<file path="config.mk">
export PLATFORM = sky130hd
export DESIGN_NAME = ccm_queue
export DESIGN_NICKNAME = d
export VERILOG_FILES = /design/src/rtl/ccm_pkg.sv /design/src/rtl/ccm_queue.sv
export SDC_FILE = /design/constraint.sdc
export NUM_CORES = 1
export LEC_CHECK = 0
export ABC_AREA = 0
export BUFFER_PORTS_ARGS = -buffer_cell sky130_fd_sc_hd__buf_2
export CAP_MARGIN = 10
export CORE_ASPECT_RATIO = 0.7
export CORE_MARGIN = 3
export CORE_UTILIZATION = 30
export CTS_CLUSTER_SIZE = 12
export DETAILED_ROUTE_END_ITERATION = 10
export PLACE_DENSITY = 0.54
export SLEW_MARGIN = 40
export SYNTH_ARGS = -nofsm -noshare
export SYNTH_HDL_FRONTEND = slang
export SYNTH_SLANG_ARGS = --single-unit
</file>
<file path="constraint.sdc">
create_clock -name clk -period 4.2 [get_ports clk]
set_input_delay 0 -clock clk [delete_from_list [all_inputs] [get_ports clk]]
set_output_delay 0 -clock clk [all_outputs]
set_load 0.05 [all_outputs]
</file>
<file path="src/rtl/ccm_pkg.sv">
`timescale 1ns / 1ps
package ccm_pkg;

  localparam int CFG_W = 31;

  // configuration register indexes
  localparam logic [0:0] REG_RADIUS     = 1'b0;
  localparam logic [0:0] REG_ANGLE_MODE = 1'b1;

  localparam logic MODE_RADIANS = 1'b1;

  localparam logic [CFG_W-1:0] RADIUS_RESET = 31'd65536;

  // classified request handed from the front to the back
  typedef struct packed {
    logic [63:0] c2;
    logic [63:0] hrad;
    logic        clamped;
  } item_t;

  typedef struct packed {
    logic [23:0] central_angle;
    logic [39:0] arc_length;
    logic [47:0] sector_area;
    logic [47:0] segment_area;
    logic        ratio_clamped;
  } result_t;

endpackage

</file>
<file path="src/rtl/ccm_queue.sv">
`timescale 1ns / 1ps
module ccm_queue (
  input  logic            clk,
  input  logic            rst,
  input  logic            in_valid,
  output logic            in_ready,
  input  ccm_pkg::item_t  in_item,
  output logic            out_valid,
  input  logic            out_ready,
  output ccm_pkg::item_t  out_item
);
  import ccm_pkg::*;

  localparam int QDEPTH = 4;
  localparam int PTR_W  = $clog2(QDEPTH);

  item_t            mem [QDEPTH];
  logic [PTR_W-1:0] wptr, rptr;
  logic [PTR_W:0]   count, count_next;
  logic             wr, rd;

  assign in_ready  = count != (PTR_W+1)'(QDEPTH);
  assign out_valid = count != '0;
  assign wr        = in_valid && in_ready;
  assign rd        = out_valid && out_ready;
  assign out_item  = mem[rptr];

  always_comb begin
    count_next = count;
    if (wr && !rd) begin
      count_next = count + 1'b1;
    end else if (rd && !wr) begin
      count_next = count - 1'b1;
    end
  end

  always_ff @(posedge clk) begin
    if (rst) begin
      wptr  <= '0;
      rptr  <= '0;
      count <= '0;
    end else begin
      count <= count_next;
      if (wr) begin
        wptr <= wptr + 1'b1;
      end
      if (rd) begin
        rptr <= rptr + 1'b1;
      end
    end
  end

  always_ff @(posedge clk) begin
    if (wr) begin
      mem[wptr] <= in_item;
    end
  end

endmodule

</file>
==> impl_metrics.yaml, run 1 <==
die:
  die_w_um: 307
  start_util: 0.307
  die_h_um: 217
  core_um2: 62200
  rows: 76
  io_pins: 264
  die-area_um2: 66700
worst_setup_path:
  r2r_cells: 5
  cp_slowest_cell: "dfxtp_4"
  crit_family: "flip-flops"
  crit_buf_inv: 2
  worstPathCellList: "buf_4 -> mux4_2 -> buf_2"
  cpPeakStageDelay_ns: 0.82
  crit_path_end_kind: "primary output"
  critPathLaunchType: "register"
  crit_cells: 3
  cp_max_fo: 32
  path_class: "register to primary output"
  r2r-start: "count[0]$_SDFFE_PP0P_"
  worstPathRequired_ns: 4.20
  worstPathArrival_ns: 2.75
global_route:
  grt_use_total: 0.122
  grt_max_degree: 63
  overflow: 0
  grt_pass1_wl_um: 61600
  grt_pass1_vias: 9823
  grt_antenna_before_repair: 5
timing:
  setup_viol: 0
  hold_violations: 0
  tightest_slew_ns: 0.719
  maxSlewHeadroom: 0.521
  slew_viol_final: 0
  fmax_mhz: 363
  finalCriticalPeriod_ns: 2.75
  finalCritPeriodShare: 0.655
  hold_ws_ns: 0.176
  rsz0062_at_grt: "no"
  fin_tns_setup_ns: 0
  finalClockSkew_ns: 0.0127
synthesis:
  syn-instance-count: 721
  synth_nets: 860
  synth_top_family_by_area: "multiplexers"
  yosysSeqAreaShare: 0.821
  ys_ff_latch: 525
  synth-compound-area-share: 0.00197
  synth_cell_types: 23
  synthXorXnorAreaFrac: 0.00184
  synth_area_um2: 19100
  ys_warn_count: 0
  synthMuxAreaShare: 0.154
  avgSynthCellArea_um2: 26.5
  yosys.area_share.adder: 0.00433
  synth-simple-area-share: 0.00439
run_status:
  status: "completed"
cells_and_area:
  areaGrowthSynthToFinish_pct: 27.9
  utilization: 0.393
  final_area_um2: 24400
  nFillCells: 5611
  final_common_cell: "edfxtp_1"
  final_cell_mix: "516 x edfxtp_1, 263 x buf_2, 132 x dlygate4sd3_1, 129 x mux4_2, 55 x clkbuf_16"
  drive_gt1_frac: 0.410
  layout.nets: 1306
cts:
  ctsHtreeMaxLevel: 2
  cts-resized-gates: 0
  tritoncts: "built"
  cts_buffer_depth: 3
  numCtsBuffers: 53
  clk_latency_ns: 0.58
  clk_pin_slew_worst_paths_ns: 0.06
  post-cts-setup-buffer-count: 0
  cts_sinks: 525
  cts_hold_buf: 132
  cts_root_buffer: "clkbuf_16"
routing:
  drtIter0Drc: 615
  wl_per_cell_um: 20.0
  wirelength_um: 40400
  first_pass_iters: 4
  viasPerCell: 4.49
  ant_nets: 0
  dr_total_vias: 9042
  drc_errors: 0
placed_design:
  io_buffer_count: 263
  place_congestion: 0.678
  hpwl_um: 24300
  dpl_cell_area_um2: 21500
hold_path:
  hold_path_startpoint: "in_item[125]"
  hold_path_class: "input pin to register"
  min_path_cells: 2
power_and_ir_drop:
  p_per_area_nw_per_um2: 656
  ir_drop_mv: 0.441
  leakagePower_nw: 8.12
run:
  drv_cap: 0
sequential cells by signal (all words and copies together), names as in the netlist, named ones only:
name,flops
wptr,2
mem,516
count,3
rptr,2
kinds of logic after synthesis:
kind of cell             Yosys count
adder cells (fa/ha/maj)            6
buffers and inverters             32
multiplexers                     132
AO/OA/AOI/OAI                      5
XOR/XNOR                           4
flip-flops                       525
AND/OR/NAND/NOR                   17
worst register-to-register path, cell delays in order, from the launching register on:
cell and delay (ns):
dfxtp_1 0.44, nor2_1 0.11, a21boi_2 0.32, and2_4 0.52
buf_12 0.27, buf_4 0.35
routing by layer:
metal  vias up  routed length, µm  GRT usage
li1       4009                  -          -
met1      4711              18100      0.169
met2       253              18200      0.184
met3        65               3340     0.0430
met4         4                768     0.0317
met5         -                 21          0
through the flow:
step,cells,setup WS (ns),power (mW)
floorplan,721,1.36,10.6
global placement,1796,1.67,11.8
detailed placement,1797,1.69,11.8
CTS,2008,1.32,16.3
global route,2011,1.21,16.8
finish,2014,1.45,16.0
area by class of cell:
cell class / count / area [µm²] / area share
Sequential cell: 525 / 15700 / 0.642
Multi-Input combinational cell: 164 / 3190 / 0.130
Timing Repair Buffer: 420 / 2960 / 0.121
Clock buffer: 63 / 1410 / 0.0576
Tap cell: 819 / 1020 / 0.0420
Clock inverter: 16 / 129 / 0.00528
Inverter: 3 / 11.3 / 0.000461
Antenna cell: 4 / 10.0 / 0.000410
cells in the mapped netlist:
master | count | share of area
ha_1 | 5 | 0.0033
nand2b_1 | 2 | 0.00066
xor2_1 | 4 | 0.0018
dfxtp_1 | 9 | 0.0094
a21boi_2 | 1 | 0.00059
edfxtp_1 | 516 | 0.81
and2_1 | 4 | 0.0013
o21ai_0 | 1 | 0.00026
or3_1 | 2 | 0.00066
clkbuf_1 | 5 | 0.00098
buf_2 | 9 | 0.0024
o31ai_1 | 1 | 0.00039
o311ai_0 | 1 | 0.00046
mux2_2 | 1 | 0.00059
mux4_2 | 129 | 0.15
mux2i_1 | 2 | 0.0010
inv_1 | 3 | 0.00059
nand2_1 | 1 | 0.00020
a21oi_1 | 1 | 0.00026
nor2_1 | 8 | 0.0016
fa_1 | 1 | 0.0010
buf_6 | 13 | 0.0077
buf_4 | 2 | 0.00079
worst paths after layout:
path	to	slack (ns)
setup reg to reg	mem[2][17]$_DFFE_PP_	1.86
setup / recovery	out_item[24]	1.45
hold reg to reg	wptr[1]$_SDFFE_PP0P_	0.52
hold / removal	mem[1][125]$_DFFE_PP_	0.18
report_power, final:
part | internal, mW | leakage, nW | switching, mW | total [mW]
sequential | 6.36 | 4.80 | 0.229 | 6.59
combinational | 1.60 | 2.57 | 3.52 | 5.12
clock | 2.46 | 0.745 | 1.85 | 4.32
(Power assumes the default switching activity.)
==> run 2: changes to the inputs <==
==> constraint.sdc (replaced) <==
create_clock -name clk -period 2.4 [get_ports clk]
set_input_delay 0 -clock clk [delete_from_list [all_inputs] [get_ports clk]]
set_output_delay 0 -clock clk [all_outputs]
set_load 0.05 [all_outputs]
==> run 2 against run 1 <==
Critical path depth unchanged. Global-route usage rose by 0.21 points. First-iteration DRC count fell by 1.6%. Die area stayed put. Hold slack got worse by 0.0082 ns. Critical endpoint is now out_item[107]. Largest power group unchanged.
==> impl_metrics.yaml, run 2 (synthesis results as in run 1) <==
cts:
  cts_root_buffer: "clkbuf_16"
  clk_latency_ns: 0.58
  clk_pin_slew_worst_paths_ns: 0.06
  ctsHtreeMaxLevel: 2
  numCtsBuffers: 53
  tritoncts: "built"
  cts_buffer_depth: 3
  cts_sinks: 525
  post-cts-setup-buffer-count: 0
placed_design:
  hpwl_um: 25300
  placed_cells: 1816
  pre_cts_ws_ns: 0.226
  place_congestion: 0.700
  dpl_cell_area_um2: 21800
  io_buffer_count: 263
timing:
  slew_viol_final: 0
  hold_violations: 0
  maxSlewHeadroom: 0.607
  rsz0062_at_grt: "no"
  finalClockSkew_ns: 0.0198
  tightest_slew_ns: 0.581
  finalCritPeriodShare: 0.928
  setup_viol: 0
  finalCriticalPeriod_ns: 2.23
  fmax_mhz: 449
  worst_slack_ns: 0.172
worst_setup_path:
  path_class: "register to primary output"
  critPathLaunchType: "register"
  r2r_cells: 7
  r2r-start: "count[1]$_SDFFE_PP0P_"
  crit_path_end_kind: "primary output"
  rrSetupSlack_ns: 0.24
  cp_max_fo: 22
  worstPathArrival_ns: 2.23
  r2r_end: "count[2]$_SDFFE_PP0P_"
  worstPathRequired_ns: 2.40
die:
  die_w_um: 307
  start_util: 0.307
  die-area_um2: 66700
  die_h_um: 217
  io_pins: 264
  rows: 76
  core_um2: 62200
cells_and_area:
  nFillCells: 5648
  final_cell_mix: "516 x edfxtp_1, 263 x buf_2, 133 x dlygate4sd3_1, 129 x mux4_2, 55 x clkbuf_16"
  layout.cells.non_filler: 2035
  top_register: "mem"
  drive_gt1_frac: 0.416
  largest_reg_flops: 516
  final_common_cell: "edfxtp_1"
  layout.nets: 1324
  final_area_um2: 24700
  areaGrowthSynthToFinish_pct: 29.6
  top_regs: "mem: 516 flops, count: 3 flops"
power_and_ir_drop:
  power_frac_comb: 0.326
  switchingPower_mw: 9.86
  p_int_mw: 18.6
  pwr-share-clk: 0.275
  ir_drop_mv: 0.606
  p_per_area_nw_per_um2: 1150
  seqPwrFrac: 0.400
  p_sw_frac: 0.346
  p_total_mw: 28.5
  leakagePower_nw: 8.27
global_route:
  grt_antenna_before_repair: 3
  overflow: 0
  grt_max_degree: 68
  grt_pass1_wl_um: 62500
  grt_pass1_vias: 9934
  grt_use_total: 0.124
routing:
  viasPerCell: 4.46
  drtIter0Drc: 605
  drc_errors: 0
  dr_total_vias: 9079
  wirelength_um: 41200
  first_pass_iters: 4
  wl_per_cell_um: 20.2
  ant_nets: 0
hold_path:
  hold_path_startpoint: "in_item[3]"
  whs_endpoint: "mem[3][3]$_DFFE_PP_"
  min_path_cells: 2
  hold_path_class: "input pin to register"
run_status:
  status: "completed"
run:
  drv_cap: 0
## run 2: cell count changes in the layout (fill, tap and decap cells not counted), sizes merged
cell,change
bufinv,+2
diode,-2
buf,+17
clkbuf,+8
clkinv,-4
clkinvlp,-2
dlygate4sd3,+1
inv,+1
## run 2: per-layer routing
layer,share of wire,up-vias,wire (µm),GRT usage
met5,0.00066,-,27,0
met4,0.015,4,612,0.0267
met3,0.085,57,3490,0.0462
met2,0.46,242,19000,0.193
met1,0.44,4733,18000,0.168
li1,-,4043,-,-
## run 2: repair_timing
item	in CTS	in global routing
hold buffers	133	0
hold endpoints to repair	525	0
gates resized for setup	0	1
setup endpoints to repair	0	1
## run 2: critical path, stage by stage, from the launching register on
cell	delay, ns
dfxtp_4	0.36
buf_4	0.42
mux4_2	0.58
buf_2	0.23
## run 2: power groups by stage
stage                     registers [mW]  logic (mW)  clock network (mW)
after floorplan                     11.5        7.01                   0
after global placement              11.5        9.24                   0
after detailed placement            11.6        9.26                   0
after CTS                           11.4        9.47                8.10
after global routing                11.5        9.83                8.53
final                               11.4        9.28                7.82
## run 2: area by class of cell
cell class | count | area, µm² | area share
Sequential cell | 525 | 15700 | 0.634
Timing Repair Buffer | 438 | 3210 | 0.130
Multi-Input combinational cell | 164 | 3190 | 0.129
Clock buffer | 71 | 1440 | 0.0581
Tap cell | 819 | 1020 | 0.0414
Clock inverter | 13 | 165 | 0.00668
Inverter | 3 | 11.3 | 0.000455
Antenna cell | 2 | 5.00 | 0.000202
## run 2: stage by stage
stage | TNS (ns) | hold slack (ns) | util
6_report | 0 | 0.167 | 0.398
5_1_grt | 0 | 0.135 | 0.398
4_1_cts | 0 | 0.121 | 0.397
3_5_place_dp | 0 | 0.218 | 0.350
3_3_place_gp | 0 | 0.213 | 0.350
2_1_floorplan | -227.95 | 0.0989 | -
## run 2: worst max-delay path by stage
stage	from	end	slack, ns	depth (start not counted)
finish	register	out_item[107]	0.17	3
global route	register	out_item[113]	0.02	3
CTS	register	out_item[75]	0.07	3
detailed placement	count[0]$_SDFFE_PP0P_	count[2]$_SDFFE_PP0P_	0.23	7
global placement	count[0]$_SDFFE_PP0P_	count[2]$_SDFFE_PP0P_	0.28	7
floorplan	count[0]$_SDFFE_PP0P_	mem[0][0]$_DFFE_PP_	-0.44	3
==> run 3: changes to the inputs <==
--- a/config.mk
+++ b/config.mk
@@ -14,6 +14,7 @@
 export CTS_CLUSTER_SIZE = 12
 export DETAILED_ROUTE_END_ITERATION = 10
 export PLACE_DENSITY = 0.54
+export RECOVER_POWER = 100
 export SLEW_MARGIN = 40
 export SYNTH_ARGS = -nofsm -noshare
 export SYNTH_HDL_FRONTEND = slang
==> constraint.sdc (replaced) <==
create_clock -name clk -period 2 [get_ports clk]
set_input_delay 0 -clock clk [delete_from_list [all_inputs] [get_ports clk]]
set_output_delay 0 -clock clk [all_outputs]
set_load 0.05 [all_outputs]
==> run 3 against run 2 <==
The run now ends with negative setup slack left. Clock power up 8.6%. First-iteration DRC count down 5.8%. Count of clock-buffer cells in the layout fell by 3. Sequential cell count is the same. Non-clock buffer count is 33 higher. Cell count up 1.2%. Via count rose by 1.4%. Global-route usage up 0.054 points. Total power increased by 27%. Design area grew 4.4%. Critical endpoint is now out_item[51]. Highest routed layer unchanged.
==> impl_metrics.yaml, run 3 (synthesis results as in run 1) <==
global_route:
  busiest_layer: "met2"
  grt_use_total: 0.125
  grt_pass1_vias: 10100
  grt_antenna_before_repair: 5
  met2_usage: 0.192
  overflow: 0
  grtUsageMet1: 0.171
  grt_pass1_wl_um: 62800
  grt_max_degree: 60
  use_met3: 0.0416
cells_and_area:
  utilization: 0.415
  final_cell_mix: "516 x edfxtp_1, 147 x clkbuf_1, 132 x dlygate4sd3_1, 129 x mux4_2, 116 x buf_6"
  areaGrowthSynthToFinish_pct: 35.3
  largest_reg_flops: 516
  layout.cells.non_filler: 2060
  final_common_cell: "edfxtp_1"
  final_area_um2: 25800
  top_register: "mem"
  top_regs: "mem: 516 flops, count: 3 flops"
  layout.nets: 1356
  drive_gt1_frac: 0.328
timing:
  fin_tns_setup_ns: -4.49
  finalCriticalPeriod_ns: 2.10
  rsz0062_at_grt: "yes"
  hold_violations: 0
  maxSlewHeadroom: 0.602
  tightest_slew_ns: 0.599
  setup_viol: 117
  fmax_mhz: 477
  worst_slack_ns: -0.0973
  finalClockSkew_ns: 0.0239
  hold_ws_ns: 0.222
  finalCritPeriodShare: 1.05
  slew_viol_final: 0
routing:
  wirelength_um: 41700
  drtIter0Drc: 570
  drc_errors: 0
  first_pass_iters: 4
  viasPerCell: 4.47
  dr_total_vias: 9204
  ant_nets: 0
  wl_per_cell_um: 20.2
die:
  die_w_um: 307
  start_util: 0.307
  die-area_um2: 66700
  rows: 76
  io_pins: 264
  core_um2: 62200
  die_h_um: 217
placed_design:
  io_buffer_count: 263
  dpl_cell_area_um2: 22000
  place_congestion: 0.701
  hpwl_um: 25000
  placed_cells: 1825
cts:
  numCtsBuffers: 52
  ctsHtreeMaxLevel: 2
  cts_root_buffer: "clkbuf_16"
  cts_sinks: 525
  clk_latency_ns: 0.57
  cts_buffer_depth: 3
  clk_pin_slew_worst_paths_ns: 0.06
  tritoncts: "built"
run_status:
  violations: "negative setup slack"
  status: "complete, but fails checks"
worst_setup_path:
  worstPathArrival_ns: 2.10
  r2r-start: "count[1]$_SDFFE_PP0P_"
  r2r_cells: 7
  path_class: "register to primary output"
  crit_path_end_kind: "primary output"
  cp_max_fo: 12
  endpoint: "out_item[51]"
  critPathLaunchType: "register"
  r2r_end: "mem[3][7]$_DFFE_PP_"
  rrSetupSlack_ns: -0.02
  worstPathRequired_ns: 2.00
hold_path:
  hold_path_class: "input pin to register"
power_and_ir_drop:
  ir_drop_mv: 0.856
  p_per_area_nw_per_um2: 1400
  leakagePower_nw: 8.38
run:
  drv_cap: 0
-- run 3: critical path, cell delays in order, from the launching register on --
cell and delay [ns]:
dfxtp_4 0.38, buf_12 0.18, buf_16 0.18, mux4_2 0.56
buf_6 0.18
-- run 3: worst min-delay path by stage --
stage | startpoint | endpoint | slack [ns] | cells after the start
6_report | in_item[98] | mem[3][98]$_DFFE_PP_ | 0.22 | 2
5_1_grt | in_item[17] | mem[0][17]$_DFFE_PP_ | 0.22 | 2
4_1_cts | in_item[54] | mem[3][54]$_DFFE_PP_ | 0.12 | 2
3_5_place_dp | in_item[30] | mem[0][30]$_DFFE_PP_ | 0.22 | 1
3_3_place_gp | in_item[119] | mem[1][119]$_DFFE_PP_ | 0.21 | 1
2_1_floorplan | in_item[0] | mem[0][0]$_DFFE_PP_ | 0.1 | 0
-- run 3: final cells by class --
type                    instances  area [µm²]
fillers                      5507       36400
repair buffers                471        4450
inverters                       3        11.3
flip-flops and latches        525       15700
clock buffers                  68        1380
clock inverters                 8        43.8
multi-input cells             164        3210
well taps                     819        1020
diodes                          2        5.00
-- run 3: power breakdown --
part / leakage [nW] / switching (mW) / internal [mW] / total [mW]
Clock: 0.685 / 3.72 / 4.77 / 8.49
Sequential: 4.81 / 0.267 / 13.4 / 13.6
Combinational: 2.89 / 8.25 / 5.80 / 14.1
Total: 8.38 / 12.2 / 23.9 / 36.2
-- run 3: metrics by stage --
stage | power (mW) | setup WS, ns
CTS | 36.1 | -0.188
detailed placement | 25.2 | -0.0361
global placement | 25.1 | -0.0189
floorplan | 22.2 | -0.0234
global route | 37.8 | -0.189
finish | 36.2 | -0.0973
-- run 3: per-layer routing --
metal  vias to the layer above  share of wire
met3                        67          0.080
met4                         4          0.018
met5                         -        0.00065
met1                      4771           0.45
li1                       4102              -
met2                       260           0.45
-- run 3: repair_timing --
action,4_1_cts,5_1_grt
pin swaps,1,1
hold buffers,132,0
setup buffers,5,11
endpoints found under the hold margin,525,0
endpoints found under the setup margin,127,129
gates resized for setup,208,90
gates cloned,7,3
